**config.mk**
```make
export PLATFORM = sky130hd
export DESIGN_NAME = field_magnitude_background_average_top
export DESIGN_NICKNAME = d
export VERILOG_FILES = /design/src/rtl/core/fmba_pkg.sv /design/src/rtl/core/field_magnitude_background_average_top.sv /design/src/rtl/core/fmba_ram.sv /design/src/rtl/core/fmba_sqrt.sv
export SDC_FILE = /design/constraint.sdc
export NUM_CORES = 2
export LEC_CHECK = 0
export BUFFER_PORTS_ARGS = -buffer_cell sky130_fd_sc_hd__buf_4
export CORE_MARGIN = 3
export CORE_UTILIZATION = 57
export DETAILED_ROUTE_END_ITERATION = 12
export GPL_TIMING_DRIVEN = 0
export PLACE_DENSITY = 0.76
export SLEW_MARGIN = 0
export SYNTH_ARGS = -nofsm -noshare
export SYNTH_HDL_FRONTEND = slang
export SYNTH_SLANG_ARGS = --single-unit
```
**constraint.sdc**
```tcl
create_clock -name aclk -period 12.5 [get_ports aclk]
set_input_delay 2.5 -clock aclk [delete_from_list [all_inputs] [get_ports aclk]]
set_output_delay 2.5 -clock aclk [all_outputs]
set_load 0.005 [all_outputs]
```
**src/rtl/core/fmba_pkg.sv**
```systemverilog
// Shared types and constants for the field magnitude background average block.
// Used by the square root unit, the top level and the checker.
// No dependencies.
package fmba_pkg;

    // Fixed widths of the sample fields and results.
    localparam int FIELD_W     = 16;
    localparam int MAG_W       = 16;
    localparam int RADICAND_W  = 32;
    localparam int COUNT_W     = 8;
    localparam int APB_ADDR_W  = 3;
    localparam int APB_DATA_W  = 32;

    // Register reset values.
    localparam logic [COUNT_W-1:0] STABLE_AFTER_RESET = 8'd36;
    localparam logic [MAG_W-1:0]   MAG_LIMIT_RESET    = 16'd32767;

    // The sample counter stops here.
    localparam logic [COUNT_W-1:0] COUNT_MAX = 8'd255;

    // Register indexes, taken from the word address.
    typedef enum logic {
        REG_STABLE_AFTER    = 1'b0,
        REG_MAGNITUDE_LIMIT = 1'b1
    } reg_index_t;

    // Sequencer states.
    typedef enum logic [6:0] {
        ST_IDLE   = 7'b0000001,
        ST_SQUARE = 7'b0000010,
        ST_ROOT   = 7'b0000100,
        ST_UPDATE = 7'b0001000,
        ST_SCALE  = 7'b0010000,
        ST_ROUND  = 7'b0100000,
        ST_EMIT   = 7'b1000000
    } state_t;

    // Result handed from the square root unit to the sequencer.
    typedef struct packed {
        logic             done;
        logic [MAG_W-1:0] root;
    } root_result_t;

endpackage

```
**src/rtl/core/field_magnitude_background_average_top.sv**
```systemverilog
// Top level of the field magnitude background average block: sequencer, window
// arithmetic, APB registers and the output register.
// Depends on fmba_pkg, fmba_ram and fmba_sqrt.
//
//  Channel  | Direction | Handshake        | Beat contents
//  ---------+-----------+------------------+------------------------------------------
//  s_       | in        | s_valid/s_ready  | field_x, field_y, field_z, sensor_error
//  m_       | out       | m_valid/m_ready  | magnitude, average, average_valid, stable, fault
//  APB      | in/out    | psel/penable     | stable_after (0x0), magnitude_limit (0x4)
//
// The 16-step square root is the longest part of the work on one sample.
// One sample is worked at a time; a new input beat is taken while the last result
// still waits in the output register, and the sequencer holds before loading it.
// aresetn is synchronous and active low; the window RAM is not cleared, since an
// entry read back is used only after the window has been filled.
module field_magnitude_background_average_top #(
    parameter int WINDOW_LENGTH = 10
) (
    input  logic                                 aclk,
    input  logic                                 aresetn,
    // Input sample channel
    input  logic                                 s_valid,
    output logic                                 s_ready,
    input  logic signed [fmba_pkg::FIELD_W-1:0]  s_field_x,
    input  logic signed [fmba_pkg::FIELD_W-1:0]  s_field_y,
    input  logic signed [fmba_pkg::FIELD_W-1:0]  s_field_z,
    input  logic                                 s_sensor_error,
    // Result channel
    output logic                                 m_valid,
    input  logic                                 m_ready,
    output logic [fmba_pkg::MAG_W-1:0]           m_magnitude,
    output logic [fmba_pkg::MAG_W-1:0]           m_average,
    output logic                                 m_average_valid,
    output logic                                 m_stable,
    output logic                                 m_fault,
    // Configuration port
    input  logic                                 psel,
    input  logic                                 penable,
    input  logic                                 pwrite,
    input  logic [fmba_pkg::APB_ADDR_W-1:0]      paddr,
    input  logic [fmba_pkg::APB_DATA_W-1:0]      pwdata,
    output logic [fmba_pkg::APB_DATA_W-1:0]      prdata,
    output logic                                 pready
);

    localparam int MAG_W   = fmba_pkg::MAG_W;
    localparam int FIELD_W = fmba_pkg::FIELD_W;
    localparam int RAD_W   = fmba_pkg::RADICAND_W;
    localparam int COUNT_W = fmba_pkg::COUNT_W;
    localparam int DATA_W  = fmba_pkg::APB_DATA_W;
    localparam int SLOT_W  = $clog2(WINDOW_LENGTH);
    localparam int SUM_W   = MAG_W + $clog2(WINDOW_LENGTH);
    localparam int PROD_W  = 2 * SUM_W;

    // Reciprocal of the window length; the quotient estimate is low by at most one.
    localparam longint RECIP_L = (longint'(1) << SUM_W) / WINDOW_LENGTH;
    localparam logic [SUM_W-1:0]   RECIP     = SUM_W'(RECIP_L);
    localparam logic [SUM_W-1:0]   WL_SUM    = SUM_W'(WINDOW_LENGTH);
    localparam logic [COUNT_W-1:0] WL_COUNT  = COUNT_W'(WINDOW_LENGTH);
    localparam logic [SLOT_W-1:0]  LAST_SLOT = SLOT_W'(WINDOW_LENGTH - 1);

    fmba_pkg::state_t state_reg, state_next;

    logic [1:0]                 sq_idx_reg, sq_idx_next;
    logic signed [FIELD_W-1:0]  fx_reg, fy_reg, fz_reg;
    logic                       err_reg;
    logic [RAD_W-1:0]           acc_reg, acc_next;
    logic [MAG_W-1:0]           mag_reg, mag_next;
    logic                       take_reg, take_next;
    logic                       full_reg, full_next;
    logic [SUM_W-1:0]           sum_reg, sum_next;
    logic [SLOT_W-1:0]          slot_reg, slot_next;
    logic [COUNT_W-1:0]         count_reg, count_next;
    logic [MAG_W-1:0]           avg_reg, avg_next;
    logic                       avg_valid_reg, avg_valid_next;
    logic                       fault_reg, fault_next;
    logic [PROD_W-1:0]          prod_reg, prod_next;
    logic [COUNT_W-1:0]         stable_after_reg;
    logic [MAG_W-1:0]           limit_reg;

    logic                       out_valid_reg, out_valid_next;
    logic [MAG_W-1:0]           out_mag_reg, out_avg_reg;
    logic                       out_avg_valid_reg, out_stable_reg, out_fault_reg;
    logic                       out_load;

    logic                       in_beat;
    logic                       sqrt_start;
    fmba_pkg::root_result_t     root_res;
    logic                       ram_re, ram_we;
    logic [MAG_W-1:0]           old_mag;

    // Square and division helpers.
    logic signed [FIELD_W-1:0]  sq_sel;
    logic [FIELD_W-1:0]         sq_abs;
    logic [RAD_W-1:0]           sq_val;
    logic [MAG_W-1:0]           root_mag;
    logic [SUM_W-1:0]           quot_est, quot_back, quot_rem, quot_fix;

    assign s_ready = (state_reg == fmba_pkg::ST_IDLE);
    assign in_beat = s_valid && s_ready;

    // Window store: read the slot about to be replaced, write the new magnitude.
    fmba_ram #(
        .WIDTH (MAG_W),
        .DEPTH (WINDOW_LENGTH)
    ) u_window_ram (
        .aclk  (aclk),
        .we    (ram_we),
        .waddr (slot_reg),
        .wdata (mag_reg),
        .re    (ram_re),
        .raddr (slot_reg),
        .rdata (old_mag)
    );

    // Square root unit for the magnitude.
    fmba_sqrt u_sqrt (
        .aclk     (aclk),
        .aresetn  (aresetn),
        .start    (sqrt_start),
        .radicand (acc_reg),
        .result   (root_res)
    );

    // One squarer, stepped over the three axes.
    always_comb begin
        case (sq_idx_reg)
            2'd0:    sq_sel = fx_reg;
            2'd1:    sq_sel = fy_reg;
            default: sq_sel = fz_reg;
        endcase
        sq_abs = sq_sel[FIELD_W-1] ? (~sq_sel + FIELD_W'(1)) : sq_sel;
        sq_val = RAD_W'(sq_abs) * RAD_W'(sq_abs);
    end

    // Magnitude is forced to zero on a sensor error.
    assign root_mag = err_reg ? '0 : root_res.root;

    // Quotient estimate, back-multiplied and corrected by one compare.
    always_comb begin
        quot_est  = prod_reg[PROD_W-1:SUM_W];
        quot_back = SUM_W'(quot_est * WL_SUM);
        quot_rem  = sum_reg - quot_back;
        quot_fix  = (quot_rem >= WL_SUM) ? quot_est + SUM_W'(1) : quot_est;
    end

    // Sequencer and window bookkeeping.
    always_comb begin
        state_next     = state_reg;
        sq_idx_next    = sq_idx_reg;
        acc_next       = acc_reg;
        mag_next       = mag_reg;
        take_next      = take_reg;
        full_next      = full_reg;
        sum_next       = sum_reg;
        slot_next      = slot_reg;
        count_next     = count_reg;
        avg_next       = avg_reg;
        avg_valid_next = avg_valid_reg;
        fault_next     = fault_reg;
        prod_next      = prod_reg;
        out_valid_next = out_valid_reg && !m_ready;
        out_load       = 1'b0;
        sqrt_start     = 1'b0;
        ram_re         = 1'b0;
        ram_we         = 1'b0;

        case (state_reg)
            fmba_pkg::ST_IDLE: begin
                if (in_beat) begin
                    ram_re      = 1'b1;
                    acc_next    = '0;
                    sq_idx_next = 2'd0;
                    state_next  = fmba_pkg::ST_SQUARE;
                end
            end
            fmba_pkg::ST_SQUARE: begin
                if (sq_idx_reg == 2'd3) begin
                    sqrt_start = 1'b1;
                    state_next = fmba_pkg::ST_ROOT;
                end else begin
                    acc_next    = acc_reg + sq_val;
                    sq_idx_next = sq_idx_reg + 2'd1;
                end
            end
            fmba_pkg::ST_ROOT: begin
                if (root_res.done) begin
                    mag_next   = root_mag;
                    take_next  = !fault_reg && !err_reg && (root_mag < limit_reg);
                    full_next  = (count_reg >= WL_COUNT);
                    fault_next = fault_reg || err_reg || (root_mag >= limit_reg);
                    state_next = fmba_pkg::ST_UPDATE;
                end
            end
            fmba_pkg::ST_UPDATE: begin
                if (take_reg) begin
                    ram_we    = 1'b1;
                    sum_next  = sum_reg + SUM_W'(mag_reg)
                              - (full_reg ? SUM_W'(old_mag) : '0);
                    slot_next = (slot_reg == LAST_SLOT) ? '0 : slot_reg + SLOT_W'(1);
                    if (count_reg != fmba_pkg::COUNT_MAX) begin
                        count_next = count_reg + COUNT_W'(1);
                    end
                end
                state_next = fmba_pkg::ST_SCALE;
            end
            fmba_pkg::ST_SCALE: begin
                prod_next  = PROD_W'(sum_reg) * PROD_W'(RECIP);
                state_next = fmba_pkg::ST_ROUND;
            end
            fmba_pkg::ST_ROUND: begin
                if (take_reg && full_reg) begin
                    avg_next       = quot_fix[MAG_W-1:0];
                    avg_valid_next = 1'b1;
                end
                state_next = fmba_pkg::ST_EMIT;
            end
            fmba_pkg::ST_EMIT: begin
                // Load only once the previous result has left.
                if (!out_valid_reg || m_ready) begin
                    out_load       = 1'b1;
                    out_valid_next = 1'b1;
                    state_next     = fmba_pkg::ST_IDLE;
                end
            end
            default: begin
                state_next = fmba_pkg::ST_IDLE;
            end
        endcase
    end

    // Control and architectural state.
    always_ff @(posedge aclk) begin
        if (!aresetn) begin
            state_reg     <= fmba_pkg::ST_IDLE;
            sq_idx_reg    <= '0;
            sum_reg       <= '0;
            slot_reg      <= '0;
            count_reg     <= '0;
            avg_reg       <= '0;
            avg_valid_reg <= 1'b0;
            fault_reg     <= 1'b0;
            out_valid_reg <= 1'b0;
            take_reg      <= 1'b0;
            full_reg      <= 1'b0;
        end else begin
            state_reg     <= state_next;
            sq_idx_reg    <= sq_idx_next;
            sum_reg       <= sum_next;
            slot_reg      <= slot_next;
            count_reg     <= count_next;
            avg_reg       <= avg_next;
            avg_valid_reg <= avg_valid_next;
            fault_reg     <= fault_next;
            out_valid_reg <= out_valid_next;
            take_reg      <= take_next;
            full_reg      <= full_next;
        end
    end

    // Payload registers.
    always_ff @(posedge aclk) begin
        if (in_beat) begin
            fx_reg  <= s_field_x;
            fy_reg  <= s_field_y;
            fz_reg  <= s_field_z;
            err_reg <= s_sensor_error;
        end
        acc_reg  <= acc_next;
        mag_reg  <= mag_next;
        prod_reg <= prod_next;
        if (out_load) begin
            out_mag_reg       <= mag_reg;
            out_avg_reg       <= avg_reg;
            out_avg_valid_reg <= avg_valid_reg;
            out_stable_reg    <= (count_reg > stable_after_reg);
            out_fault_reg     <= fault_reg;
        end
    end

    assign m_valid         = out_valid_reg;
    assign m_magnitude     = out_mag_reg;
    assign m_average       = out_avg_reg;
    assign m_average_valid = out_avg_valid_reg;
    assign m_stable        = out_stable_reg;
    assign m_fault         = out_fault_reg;

    // Configuration registers, written in the APB access phase.
    always_ff @(posedge aclk) begin
        if (!aresetn) begin
            stable_after_reg <= fmba_pkg::STABLE_AFTER_RESET;
            limit_reg        <= fmba_pkg::MAG_LIMIT_RESET;
        end else if (psel && penable && pwrite && pready) begin
            case (fmba_pkg::reg_index_t'(paddr[2]))
                fmba_pkg::REG_STABLE_AFTER:    stable_after_reg <= pwdata[COUNT_W-1:0];
                fmba_pkg::REG_MAGNITUDE_LIMIT: limit_reg        <= pwdata[MAG_W-1:0];
                default: begin
                end
            endcase
        end
    end

    // Register read-back.
    always_comb begin
        case (fmba_pkg::reg_index_t'(paddr[2]))
            fmba_pkg::REG_STABLE_AFTER:    prdata = DATA_W'(stable_after_reg);
            fmba_pkg::REG_MAGNITUDE_LIMIT: prdata = DATA_W'(limit_reg);
            default:                       prdata = '0;
        endcase
    end

    assign pready = 1'b1;

endmodule

```
**src/rtl/core/fmba_ram.sv**
```systemverilog
// Generic single-port-write, single-port-read RAM with a registered read.
// Stand-alone; no package dependency.
module fmba_ram #(
    parameter int WIDTH = 16,
    parameter int DEPTH = 10
) (
    input  logic                     aclk,
    input  logic                     we,
    input  logic [$clog2(DEPTH)-1:0] waddr,
    input  logic [WIDTH-1:0]         wdata,
    input  logic                     re,
    input  logic [$clog2(DEPTH)-1:0] raddr,
    output logic [WIDTH-1:0]         rdata
);

    logic [WIDTH-1:0] mem [DEPTH];
    logic [WIDTH-1:0] rdata_reg;

    // Write port and registered read port.
    always_ff @(posedge aclk) begin
        if (we) begin
            mem[waddr] <= wdata;
        end
        if (re) begin
            rdata_reg <= mem[raddr];
        end
    end

    assign rdata = rdata_reg;

endmodule

```
**src/rtl/core/fmba_sqrt.sv**
```systemverilog
// Iterative floor square root of a 32-bit value, one result bit per cycle.
// Depends on fmba_pkg for widths and the result struct.
module fmba_sqrt (
    input  logic                                aclk,
    input  logic                                aresetn,
    input  logic                                start,
    input  logic [fmba_pkg::RADICAND_W-1:0]     radicand,
    output fmba_pkg::root_result_t              result
);

    localparam int W = fmba_pkg::RADICAND_W;

    logic [W-1:0] rem_reg;
    logic [W-1:0] root_reg;
    logic [W-1:0] bit_reg;
    logic         busy_reg;
    logic         done_reg;
    logic [W-1:0] trial;
    logic         fits;

    // One trial subtraction per step.
    always_comb begin
        trial = root_reg + bit_reg;
        fits  = (rem_reg >= trial);
    end

    // Control: busy for sixteen steps, then a one-cycle done pulse.
    always_ff @(posedge aclk) begin
        if (!aresetn) begin
            busy_reg <= 1'b0;
            done_reg <= 1'b0;
        end else begin
            done_reg <= 1'b0;
            if (start) begin
                busy_reg <= 1'b1;
            end else if (busy_reg && bit_reg[0]) begin
                busy_reg <= 1'b0;
                done_reg <= 1'b1;
            end
        end
    end

    // Datapath: the probe bit walks down two places per step.
    always_ff @(posedge aclk) begin
        if (start) begin
            rem_reg  <= radicand;
            root_reg <= '0;
            bit_reg  <= W'(1) << (W - 2);
        end else if (busy_reg) begin
            if (fits) begin
                rem_reg  <= rem_reg - trial;
                root_reg <= (root_reg >> 1) + bit_reg;
            end else begin
                root_reg <= root_reg >> 1;
            end
            bit_reg <= bit_reg >> 2;
        end
    end

    assign result.done = done_reg;
    assign result.root = root_reg[fmba_pkg::MAG_W-1:0];

endmodule

```
==> results.md <==
* Clk Tree Root Cell: clkbuf_16
* Startpoint Class: flop
* #FFs+latches synth at 493
* CTS sink cnt at 493
* CP max-delay cell: xor2_1
* Mapped Area at 39610 µm²
* Routed WL at 98450 µm
* Synth Flop Type: edfxtp_1
* Largest net degree at the start of global routing at 66
* Horiz. Die Dim at 269.6 µm
* Fin crit period at 11.18 ns
* Tot GR Track Use at 27.35%
* Share of the synthesized area in the top cell type at 27.07%
* H-Tree Depth at 2
* Die area at 72680 µm²
* Drc violations at 0
* WHS Path Cells at 0
* P&R area growth vs syn at 10.54%
* EDFF count, synth at 357
* Seq/Total Area, Yosys at 33.94%
* Post-Synthesis Cells at 3828
* Hold-fix buffers, CTS at 0
* Worst Reg2Reg Path Length in Cells at 36
* IO Count at 161
* PostCTS Resize Cnt at 0
* Setup crit end kind: flop
* Multiplexer share of the synthesized area at 3.058%
* Vias/cell at 5.732
* Hold WS at 0.4009 ns
* Yosys Warn Count at 0
* Xor/xnor share of the synthesized area at 4.025%
* RD Place Congestion at 0.9580
* Slew @ Worst Pin at 1.353 ns
* Layout cells sized above 1 at 8.162%
* Compound-Gate Fraction of Synth Area at 11.27%
* Run status: completed
* Clock-pin slew on the worst setup and hold paths at 0.06 ns
* Fraction of the mapped netlist area in adder cells at 29.13%
* Post-synth top area cell: edfxtp_1
* Sequential cell area at 13440 µm²
* Die Height at 269.6 µm
* WL per Instance at 19.60 µm
* Number of max-cap violations at 0
* Core Region at 68710 µm²
* Simple-gate area share of the yosys netlist at 10.75%
* Largest family of logic cells by synthesized area: adder cells
* Yosys cell types at 96
* Total setup buffers inserted after CTS at 0
* Aggregate global routing overflow at 0
* First-pass detailed-route iteration total at 6
* Rows at 96
* Max FFs per register at 160
* Clock Path Buffers at 3
* Filler cells at 5611
* Setup TNS at 0 ns
* Most frequent CP cell: inv_1
* Slew headroom at 9.469%
* Largest stage delay on the critical path at 0.79 ns
* RSZ-0062 raised after global routing: false
* Setup violators final at 0
* Area occupied by multi-input gates at 23220 µm²
* Largest register by flop count: u_window_ram.mem
* Worst min path class: flop to flop
* Ys async rst share at 0%
* Dominant cells by area after synthesis: edfxtp_1 (27%), fa_1 (16%), ha_1 (13%)
* Avg Synthesized Cell Area at 10.35 µm²
* Worst setup path category: flop to flop
* FMAX at 0.08947 GHz
* Worst EP required at 12.89 ns
* Initial DRC count at 2428
* Antenna cells at 0
* Critical path peak fanout at 10
* Post-detail-place hpwl at 76910 µm
* Nets@finish at 4869
* Final Hold Fails at 0
* Initial antenna violation count at 2
* Final Cycle Share at 89.42%
* Vias in the first global route at 29450
* Via count at 28790
* CTS Buf Count at 54
* # port buffers at 124
* Clock skew at 0.06329 ns
* First-pass GRT wire length at 157300 µm
* Post-route ant nets at 0
* CP arrival at 11.56 ns
* Slew Limit Fails at 0
* CTS tree: built
* Initial Utilization at 57.64%
* Worst-Skew Late Latency at 0.65 ns
==> Yosys cell counts (36+ instances only) <==
cell / instances
fa_1: 320
nor2b_1: 57
edfxtp_1: 357
dfxtp_1: 136
nor2_1: 212
a21o_1: 55
mux2i_1: 40
a21oi_1: 172
nand2_1: 250
xnor2_1: 106
clkbuf_1: 83
a211oi_1: 43
inv_1: 666
ha_1: 410
nand2b_1: 37
o21a_1: 36
nand3_1: 46
o21ai_0: 142
nor3_1: 59
and2_1: 68
xor2_1: 76
==> area by class of cell <==
class | count | share of cell area (%)
inverters | 675 | 5.788
repair buffers | 138 | 2.527
multi-input cells | 2566 | 53.04
flip-flops and latches | 493 | 30.71
clock inverters | 32 | 0.6545
clock buffers | 68 | 3.347
well taps | 931 | 2.661
plain buffers | 120 | 1.275
==> per-stage QoR <==
step	instance area [µm²]	worst slack [ns]	std cells	utilization (%)
3_5_place_dp	42030	1.493	4923	61.17
3_3_place_gp	41800	1.440	4909	60.84
5_1_grt	43780	0.7548	5023	63.72
4_1_cts	43780	1.468	5023	63.72
6_report	43780	1.323	5023	63.72
2_1_floorplan	39700	3.719	3854	-
==> placed cells by master (no fill, tap or decap), drive strengths merged, types with 19 or more instances in the layout <==
| cell type | count |
|---|---|
| mux4 | 32 |
| nor2b | 57 |
| nand3 | 46 |
| conb | 28 |
| nand2b | 38 |
| and3 | 30 |
| xnor2 | 106 |
| a21boi | 19 |
| buf | 175 |
| nand4 | 24 |
| nand2 | 250 |
| a21o | 55 |
| inv | 672 |
| ha | 410 |
| edfxtp | 357 |
| and2 | 68 |
| dfxtp | 136 |
| o21bai | 19 |
| xor2 | 76 |
| nor3 | 60 |
| o211ai | 29 |
| mux2i | 40 |
| o21ai | 143 |
| fa | 320 |
| o21a | 36 |
| a21oi | 174 |
| clkinv | 30 |
| a31oi | 32 |
| clkbuf | 151 |
| a211oi | 44 |
| nor2 | 213 |
==> per-layer routing <==
layer | global-route usage (%) | vias to the layer above | wire length (µm)
met5 | 0 | - | 13
met4 | 10.58 | 2 | 3926
met3 | 3.746 | 224 | 6892
met2 | 46.14 | 996 | 47210
met1 | 36.01 | 14130 | 40410
li1 | - | 13440 | -
==> worst max-delay path, delay by kind of cell (launching register included) <==
kind | cells | cell delay [ns]
and+or+nand+nor | 5 | 1.31
AOI/OAI and AO/OA | 9 | 2.25
buffers and inverters | 12 | 2.52
xor gates and xnor gates | 1 | 0.79
DFF | 1 | 0.39
adders and majority gates | 9 | 3.65
==> final timing paths <==
check / to / start / slack (ns)
setup / recovery: acc_reg[31]$_SDFFCE_PN0P_ / sq_idx_reg[0]$_SDFFE_PN0P_ / 1.32
setup reg to reg: acc_reg[31]$_SDFFCE_PN0P_ / sq_idx_reg[0]$_SDFFE_PN0P_ / 1.32
hold / removal: m_average_valid$_DFFE_PP_ / avg_valid_reg$_SDFFE_PN0P_ / 0.40
hold reg to reg: m_average_valid$_DFFE_PP_ / avg_valid_reg$_SDFFE_PN0P_ / 0.40
==> cells by family after synthesis <==
kind of cell               count (synthesis)
AOI/OAI and AO/OA                        679
xor gates and xnor gates                 182
adders and majority gates                730
buffers and inverters                    795
DFF                                      493
muxes                                     80
other                                      2
and+or+nand+nor                          867
Power is left out: the tool's default activity adds up to more than one toggle a clock period on the data nets, which glitch-free logic cannot reach.
